[src/sv/atg_pkg.sv]
`default_nettype none

package atg_pkg;

  // Width of the two's complement template coordinates.
  localparam int COORD_WIDTH = 32;

  localparam int CHAR_WIDTH  = 8;
  localparam int POS_WIDTH   = 31;
  localparam int PREV_WIDTH  = 32;
  localparam int READ_WIDTH  = 32;
  localparam int COUNT_WIDTH = 31;
  localparam int CFG_WIDTH   = 32;
  localparam int INDEX_WIDTH = 2;

  localparam logic [CHAR_WIDTH-1:0]  GAP_CHAR    = 8'h2D;
  localparam logic [CHAR_WIDTH-1:0]  DOT_CHAR    = 8'h2E;
  localparam logic [CHAR_WIDTH-1:0]  DEPTH_LIMIT = 8'hFF;
  localparam logic [COUNT_WIDTH-1:0] COUNT_MAX   = {COUNT_WIDTH{1'b1}};

  localparam logic [INDEX_WIDTH-1:0] REG_TEMPLATE_START  = 2'd0;
  localparam logic [INDEX_WIDTH-1:0] REG_TEMPLATE_OFFSET = 2'd1;
  localparam logic [INDEX_WIDTH-1:0] REG_READ_ID         = 2'd2;

  localparam logic KIND_TAG      = 1'b0;
  localparam logic KIND_SENTINEL = 1'b1;

  typedef struct packed {
    logic                     kind;
    logic [POS_WIDTH-1:0]     tag_pos;
    logic [CHAR_WIDTH-1:0]    tag_depth;
    logic [CHAR_WIDTH-1:0]    tag_base;
    logic signed [PREV_WIDTH-1:0] prev_pos;
    logic [CHAR_WIDTH-1:0]    prev_depth;
    logic [CHAR_WIDTH-1:0]    prev_base;
    logic [READ_WIDTH-1:0]    tag_read;
    logic [COUNT_WIDTH-1:0]   tag_count;
    logic                     run_last;
  } result_t;

  // Results that one column pushes into the output queue.
  typedef struct packed {
    logic    push0;
    logic    push1;
    result_t res0;
    result_t res1;
  } push_t;

endpackage

`default_nettype wire

[src/sv/alignment_tag_generator.sv]
`default_nettype none

// Alignment tag generator. Each input word is one column of a pairwise
// alignment (query byte, template byte, last flag, where 0x2D marks a gap),
// and each result word is either a tag (kind 0) or an end sentinel (kind 1)
// that carries the number of tags emitted for the alignment. A column yields
// one tag, or a sentinel when tagging stops early, and the last column adds
// the closing sentinel and rearms the block; columns after an early stop
// yield nothing, the last one included. An input word is captured in an input
// register, worked on once the output queue has room for both possible results
// and its results are written into that four-entry queue, so a column is taken
// every clock cycle as long as results are drained at the same pace; the queue's
// single read port limits the output to one word per cycle, so the two words of
// a column that makes two leave one after the other. Configuration registers
// are written through the plain write port and take effect for the next column;
// they should only be written while no column is in flight.
module alignment_tag_generator import atg_pkg::*; (
  input  wire logic                     clk,
  input  wire logic                     rst,
  input  wire logic                     cfg_write,
  input  wire logic [INDEX_WIDTH-1:0]   cfg_index,
  input  wire logic [CFG_WIDTH-1:0]     cfg_data,
  input  wire logic                     in_valid,
  output logic                          in_stall,
  input  wire logic [CHAR_WIDTH-1:0]    query_char,
  input  wire logic [CHAR_WIDTH-1:0]    template_char,
  input  wire logic                     column_last,
  output logic                          out_valid,
  input  wire logic                     out_stall,
  output logic                          kind,
  output logic [POS_WIDTH-1:0]          tag_pos,
  output logic [CHAR_WIDTH-1:0]         tag_depth,
  output logic [CHAR_WIDTH-1:0]         tag_base,
  output logic signed [PREV_WIDTH-1:0]  prev_pos,
  output logic [CHAR_WIDTH-1:0]         prev_depth,
  output logic [CHAR_WIDTH-1:0]         prev_base,
  output logic [READ_WIDTH-1:0]         tag_read,
  output logic [COUNT_WIDTH-1:0]        tag_count,
  output logic                          run_last
);

  // Input register: one captured column waiting for queue room.
  logic                  in_full;
  logic [CHAR_WIDTH-1:0] in_query;
  logic [CHAR_WIDTH-1:0] in_template;
  logic                  in_last;

  logic    room;
  logic    step;
  logic    accept;
  push_t   push;
  result_t head;

  // The held column moves on whenever the queue can take both of its
  // possible results; a new column can be captured in that same cycle.
  assign step     = in_full && room;
  assign in_stall = in_full && !room;
  assign accept   = in_valid && !in_stall;

  always_ff @(posedge clk) begin
    if (rst) begin
      in_full <= 1'b0;
    end else if (accept) begin
      in_full <= 1'b1;
    end else if (step) begin
      in_full <= 1'b0;
    end
  end

  always_ff @(posedge clk) begin
    if (accept) begin
      in_query    <= query_char;
      in_template <= template_char;
      in_last     <= column_last;
    end
  end

  atg_core u_core (
    .clk           (clk),
    .rst           (rst),
    .cfg_write     (cfg_write),
    .cfg_index     (cfg_index),
    .cfg_data      (cfg_data),
    .step          (step),
    .query_char    (in_query),
    .template_char (in_template),
    .column_last   (in_last),
    .push          (push)
  );

  atg_queue u_queue (
    .clk        (clk),
    .rst        (rst),
    .push       (push),
    .room       (room),
    .pop        (!out_stall),
    .head_valid (out_valid),
    .head       (head)
  );

  // The queue head drives the result word directly.
  assign kind       = head.kind;
  assign tag_pos    = head.tag_pos;
  assign tag_depth  = head.tag_depth;
  assign tag_base   = head.tag_base;
  assign prev_pos   = head.prev_pos;
  assign prev_depth = head.prev_depth;
  assign prev_base  = head.prev_base;
  assign tag_read   = head.tag_read;
  assign tag_count  = head.tag_count;
  assign run_last   = head.run_last;

endmodule

`default_nettype wire

[src/sv/atg_core.sv]
`default_nettype none

module atg_core import atg_pkg::*; (
  input  wire logic                   clk,
  input  wire logic                   rst,
  input  wire logic                   cfg_write,
  input  wire logic [INDEX_WIDTH-1:0] cfg_index,
  input  wire logic [CFG_WIDTH-1:0]   cfg_data,
  input  wire logic                   step,
  input  wire logic [CHAR_WIDTH-1:0]  query_char,
  input  wire logic [CHAR_WIDTH-1:0]  template_char,
  input  wire logic                   column_last,
  output push_t                       push
);

  logic [POS_WIDTH-1:0]   template_start;
  logic [CFG_WIDTH-1:0]   template_offset;
  logic [READ_WIDTH-1:0]  read_id;

  logic [COORD_WIDTH-1:0] template_pos;
  logic [CHAR_WIDTH-1:0]  insert_depth;
  logic [COORD_WIDTH-1:0] last_template_pos;
  logic [CHAR_WIDTH-1:0]  last_depth;
  logic [CHAR_WIDTH-1:0]  last_query_base;
  logic                   stopped;
  logic [COUNT_WIDTH-1:0] emitted_count;

  logic [COORD_WIDTH-1:0] start_pos;
  logic [COORD_WIDTH-1:0] offset_ext;
  logic [COORD_WIDTH-1:0] pos_base;
  logic [COORD_WIDTH-1:0] pos_new;
  logic [CHAR_WIDTH-1:0]  depth_new;
  logic [COORD_WIDTH-1:0] sum;
  logic [COORD_WIDTH-1:0] prev_sum;
  logic                   tag_ok;
  logic [COUNT_WIDTH-1:0] count_inc;
  result_t                tag_res;
  result_t                end_res;
  result_t                end_inc_res;

  assign start_pos  = COORD_WIDTH'({{COORD_WIDTH{1'b0}}, template_start})
                      - COORD_WIDTH'(1);
  assign offset_ext = COORD_WIDTH'({{COORD_WIDTH{template_offset[CFG_WIDTH-1]}},
                                    template_offset});
  assign pos_base   = (emitted_count == '0) ? start_pos : template_pos;

  always_comb begin
    pos_new   = pos_base;
    depth_new = insert_depth;
    if (query_char != GAP_CHAR && insert_depth != DEPTH_LIMIT) begin
      depth_new = insert_depth + 8'd1;
    end
    if (template_char != GAP_CHAR) begin
      pos_new   = pos_base + COORD_WIDTH'(1);
      depth_new = '0;
    end
  end

  assign sum       = pos_new + offset_ext;
  assign prev_sum  = last_template_pos + offset_ext;
  assign tag_ok    = !sum[COORD_WIDTH-1] && depth_new != DEPTH_LIMIT
                     && last_depth != DEPTH_LIMIT;
  assign count_inc = (emitted_count != COUNT_MAX) ? emitted_count + COUNT_WIDTH'(1)
                                                  : emitted_count;

  always_comb begin
    tag_res.kind       = KIND_TAG;
    tag_res.tag_pos    = POS_WIDTH'(sum);
    tag_res.tag_depth  = depth_new;
    tag_res.tag_base   = query_char;
    tag_res.prev_pos   = PREV_WIDTH'(prev_sum);
    tag_res.prev_depth = last_depth;
    tag_res.prev_base  = last_query_base;
    tag_res.tag_read   = read_id;
    tag_res.tag_count  = '0;
    tag_res.run_last   = !column_last;

    end_res.kind       = KIND_SENTINEL;
    end_res.tag_pos    = '0;
    end_res.tag_depth  = DEPTH_LIMIT;
    end_res.tag_base   = DOT_CHAR;
    end_res.prev_pos   = '0;
    end_res.prev_depth = '0;
    end_res.prev_base  = '0;
    end_res.tag_read   = {READ_WIDTH{1'b1}};
    end_res.tag_count  = emitted_count;
    end_res.run_last   = 1'b1;

    end_inc_res           = end_res;
    end_inc_res.tag_count = count_inc;
  end

  always_comb begin
    push.push0 = step && !stopped;
    push.push1 = step && !stopped && tag_ok && column_last;
    push.res0  = tag_ok ? tag_res : end_res;
    push.res1  = end_inc_res;
  end

  always_ff @(posedge clk) begin
    if (rst) begin
      template_start  <= '0;
      template_offset <= '0;
      read_id         <= '0;
    end else if (cfg_write) begin
      case (cfg_index)
        REG_TEMPLATE_START:  template_start  <= cfg_data[POS_WIDTH-1:0];
        REG_TEMPLATE_OFFSET: template_offset <= cfg_data;
        REG_READ_ID:         read_id         <= cfg_data[READ_WIDTH-1:0];
        default: ;
      endcase
    end
  end

  always_ff @(posedge clk) begin
    if (rst || (step && column_last)) begin
      // Reset and the last column both rearm for the next alignment.
      template_pos      <= rst ? {COORD_WIDTH{1'b1}} : start_pos;
      insert_depth      <= '0;
      last_template_pos <= {COORD_WIDTH{1'b1}};
      last_depth        <= '0;
      last_query_base   <= DOT_CHAR;
      stopped           <= 1'b0;
      emitted_count     <= '0;
    end else if (step && !stopped) begin
      template_pos <= pos_new;
      insert_depth <= depth_new;
      if (tag_ok) begin
        last_template_pos <= pos_new;
        last_depth        <= depth_new;
        last_query_base   <= query_char;
        emitted_count     <= count_inc;
      end else begin
        stopped <= 1'b1;
      end
    end
  end

endmodule

`default_nettype wire

[src/sv/atg_queue.sv]
`default_nettype none

module atg_queue import atg_pkg::*; (
  input  wire logic  clk,
  input  wire logic  rst,
  input  wire push_t push,
  output logic       room,
  input  wire logic  pop,
  output logic       head_valid,
  output result_t    head
);

  localparam int DEPTH = 4;
  localparam int PTR_W = $clog2(DEPTH);

  result_t            store [DEPTH];
  logic [PTR_W-1:0]   rd_ptr;
  logic [PTR_W-1:0]   wr_ptr;
  logic [PTR_W:0]     count;
  logic [PTR_W-1:0]   wr_ptr_next;
  logic [PTR_W:0]     count_next;
  logic               do_pop;

  // Room for two results, whatever the head does this cycle.
  assign room       = count <= (PTR_W + 1)'(DEPTH - 2);
  assign head_valid = count != '0;
  assign head       = store[rd_ptr];
  assign do_pop     = pop && head_valid;

  always_comb begin
    wr_ptr_next = wr_ptr + PTR_W'(push.push0) + PTR_W'(push.push1);
    count_next  = count + (PTR_W + 1)'(push.push0) + (PTR_W + 1)'(push.push1)
                  - (PTR_W + 1)'(do_pop);
  end

  always_ff @(posedge clk) begin
    if (push.push0) begin
      store[wr_ptr] <= push.res0;
    end
    if (push.push1) begin
      store[wr_ptr + PTR_W'(1)] <= push.res1;
    end
  end

  always_ff @(posedge clk) begin
    if (rst) begin
      rd_ptr <= '0;
      wr_ptr <= '0;
      count  <= '0;
    end else begin
      wr_ptr <= wr_ptr_next;
      count  <= count_next;
      if (do_pop) begin
        rd_ptr <= rd_ptr + PTR_W'(1);
      end
    end
  end

endmodule

`default_nettype wire

[config.mk]
export PLATFORM = sky130hd
export DESIGN_NAME = alignment_tag_generator
export DESIGN_NICKNAME = d
export VERILOG_FILES = /design/src/sv/atg_pkg.sv /design/src/sv/alignment_tag_generator.sv /design/src/sv/atg_core.sv /design/src/sv/atg_queue.sv
export SDC_FILE = /design/constraint.sdc
export NUM_CORES = 2
export LEC_CHECK = 0
export BUFFER_PORTS_ARGS = -buffer_cell sky130_fd_sc_hd__buf_4
export CAP_MARGIN = 15
export CORE_MARGIN = 2
export CORE_UTILIZATION = 55
export DETAILED_ROUTE_END_ITERATION = 6
export GPL_TIMING_DRIVEN = 0
export HOLD_SLACK_MARGIN = 0.15
export MAX_ROUTING_LAYER = met4
export PLACE_DENSITY = 0.72
export SYNTH_ARGS = -nofsm -noshare
export SYNTH_HDL_FRONTEND = slang
export SYNTH_HIERARCHICAL = 1
export SYNTH_SLANG_ARGS = --single-unit
[constraint.sdc]
create_clock -name clk -period 21.2 [get_ports clk]
set_input_delay 2.12 -clock clk [delete_from_list [all_inputs] [get_ports clk]]
set_output_delay 2.12 -clock clk [all_outputs]
set_load 0.005 [all_outputs]
==> impl_metrics.ini <==
[die]
std_cell_rows = 108
dieHeight_um = 299
die_x_um = 299
initial_core_util_pct = 55.3
design.core.area_um2 = 86500
die-area_um2 = 89300
ioPinCount = 218

[synth]
ys_warn_count = 6
yosysTopAreaCellShare_pct = 43.3
synthMostInstantiatedCell = sky130_fd_sc_hd__edfxtp_1
ys.flop_type = sky130_fd_sc_hd__edfxtp_1
cell_variety_after_synth = 93
synth_seq_area_share_pct = 51.3
synthTopCellsByArea = sky130_fd_sc_hd__edfxtp_1 (43%), sky130_fd_sc_hd__mux2_2 (13%), sky130_fd_sc_hd__dfxtp_1 (8.1%)
gate_count_after_technology_mapping = 3770
synth_edf_count = 689
post-synth-top-area-cell = sky130_fd_sc_hd__edfxtp_1
syn_area_um2 = 47800
ffs_w_async_s_r_synth_pct = 0
yosys_register_bits = 882
synthesis.area_per_instance_um2 = 12.7
synthTopCellsByCount = sky130_fd_sc_hd__edfxtp_1 (689), sky130_fd_sc_hd__mux2_2 (543), sky130_fd_sc_hd__nand2_1 (340), sky130_fd_sc_hd__nor2_1 (224), sky130_fd_sc_hd__a21oi_1 (199)

[timing]
final.min_clock_period_ns = 14.19
timing.setup.tns_ns = 0
final_min_period_over_clock_period_pct = 66.9
relSlewSlack_pct = 26.0
worstMarginPinSlew_ns = 1.11
fin_skew_ns = 0.0360
timing.hold.ws_ns = 0.449
grt_setup_unrepaired = no
maxSlewViolCount = 0
setup_viol = 0
finalHoldViolations = 0
clock.fmax_mhz = 70.5

[power_and_ir_drop]
p_total_mw = 6.78
net-switching-power_mw = 2.24
power.density_cell_area_nw_per_um2 = 123
worst_ir_drop_vdd_mv = 0.0671
share_seq_of_total_power_pct = 35.5
total_leakage_power_nw = 20.6
p_int_mw = 4.54
swShare_pct = 33.0
power.combinational.fraction_pct = 40.1
power.clock.fraction_pct = 24.5

[critical_path]
cp_num_buf_inv = 15
rr_startpoint = u_core/emitted_count[1]
crit_path_start_kind = register
cpMostUsedCell = sky130_fd_sc_hd__buf_8
critPathCaptureType = register
required_ns = 21.57
critPathArrivalTime_ns = 14.56
worst-path-max-fanout = 14
startpoint_to_endpoint_class_of_the_critical_path = reg -> reg
critical-path-max-stage-delay_ns = 0.82
timing.critical_path.from = u_core/emitted_count[1]
timing.critical_path.slowest_stage_cell = sky130_fd_sc_hd__a21oi_2
crit_family = buffers and inverters

[cells_and_area]
areaGrowthSynthToFinish_pct = 15.3
layout-drive-gt1-share_pct = 33.0
num-nets-final = 4370
filler_cell_count = 6739
finalNonFillerCells = 5476

[global_route]
first_pass_grt_wire_length_um = 194000
antenna_found_initial = 5
via_count_of_the_first_global_routing_pass = 31600
grt_max_degree = 54
grt_util_all_layers_pct = 29.6
gr-total-overflow = 0

[run]
max_cap_viol_count = 0

[detailed_routing]
drt_first_pass_iters = 5
route.detailed.vias_per_inst = 5.84
wirelength_um = 130000
vias = 32000
routedWlPerCell_um = 23.7
drtAntennaViolNets = 0
drt_drc_violations_left = 0
dr.first_iter.drc_count = 3031

[clocking]
later_pin_clock_latency_in_the_skew_report_ns = 0.68
post-cts-setup-buffers = 0
cts_buffers = 93
cts_tree = yes
cts-hold-fix-buffers = 0
post_cts.resized_instances = 0
cts.path.max_buffers = 3
clk_pin_slew_worst_paths_ns = 0.07
clock_sink_count = 882
clock_tree.root_cell = sky130_fd_sc_hd__clkbuf_16
htree_num_levels = 3

[hold_path]
hold_path.startpoint = u_core/read_id[17]
worstHoldPathType = reg -> reg

[place]
dpl.cell_count = 5300
dp_hpwl_um = 91600
portBuffers = 217
gp_congestion = 0.953

[status]
run_status = completed
## final timing paths
check / slack, ns / depth (start not counted) / end
worst max-delay path: 7.01 / 42 / u_queue/store[0][44]
worst min-delay path: 0.45 / 2 / u_core/read_id[17]
worst max register to register: 7.01 / 42 / u_queue/store[0][44]
worst min register to register: 0.45 / 2 / u_core/read_id[17]
## cells in the final DEF, fill, tap and decap left out, drive strengths merged, types with 31 or more instances in the layout
master / count
edfxtp: 689
mux2: 643
buf: 510
nand2: 343
clkbuf: 230
nor2: 224
a21oi: 200
dfxtp: 193
mux4: 160
o21ai: 142
conb: 129
xnor2: 88
ha: 69
xor2: 59
or2: 45
nand2b: 43
and3: 42
or3: 39
and2: 36
inv: 35
nand3: 34
clkinv: 32
a21o: 31
## routing by layer
metal  global-route usage (%)  routed length [µm]
met4                     9.20                3750
met2                     46.7               62300
met1                     39.8               54700
met3                     4.15                9030
met5                        -                   0
## state kept, by name (all words and copies together) (netlist names), named ones only
signal and count:
u_queue/wr_ptr 2, u_core/last_depth 8, u_core/template_pos 32, in_query 8, u_core/offset_ext 32, u_core/emitted_count 31
u_core/last_template_pos 32, u_queue/count 3, in_full 1, u_core/read_id 32, u_core/insert_depth 8, u_core/stopped 1
u_core/template_start 31, in_template 8, u_core/last_query_base 8, in_last 1, u_queue/store 640, u_queue/rd_ptr 2
## cell type report
| class | count | area [µm²] | area share, % |
|---|---|---|---|
| Timing Repair Buffer | 248 | 2250 | 4.08 |
| Buffer | 364 | 2210 | 4.00 |
| Sequential cell | 882 | 24600 | 44.5 |
| Antenna cell | 2 | 5.00 | 0.00908 |
| Clock inverter | 46 | 504 | 0.914 |
| Clock buffer | 128 | 2590 | 4.70 |
| Tap cell | 1155 | 1450 | 2.62 |
| Multi-Input combinational cell | 2620 | 21500 | 38.9 |
| Inverter | 31 | 116 | 0.211 |
## cell families after synthesis
kind of cell               after synthesis  synth area share [%]
and+or+nand+nor                        956                  9.84
DFF                                    882                  51.3
muxes                                  814                  22.9
AOI/OAI and AO/OA                      500                  6.34
buffers and inverters                  395                  4.86
xor gates and xnor gates               147                  2.69
adders and majority gates               74                  2.01
other                                    2                0.0157
## power groups by stage
stage / combinational (mW) / sequential [mW] / clock (mW)
global placement: 2.57 / 2.55 / 0
finish: 2.72 / 2.40 / 1.66
global route: 2.90 / 2.42 / 1.75
floorplan: 1.74 / 2.47 / 0
detailed placement: 2.67 / 2.44 / 0
CTS: 2.70 / 2.40 / 1.68
## tightest hold or removal path, delay by kind of cell, from the launching register on
kind,cells,cell delay [ns]
AO/OA/AOI/OAI,1,0.05
flip-flops,1,0.30
AND/OR/NAND/NOR,1,0.05
## metrics by stage
step	util, %	instance area [µm²]	worst slack, ns
3_3_place_gp	59.4	51400	-3.80
6_report	63.8	55100	7.01
2_1_floorplan	-	48300	6.00
4_1_cts	63.8	55100	7.39
3_5_place_dp	60.2	52000	7.55
5_1_grt	63.8	55100	6.66
Note: power is estimated with default switching activity, not from simulation.
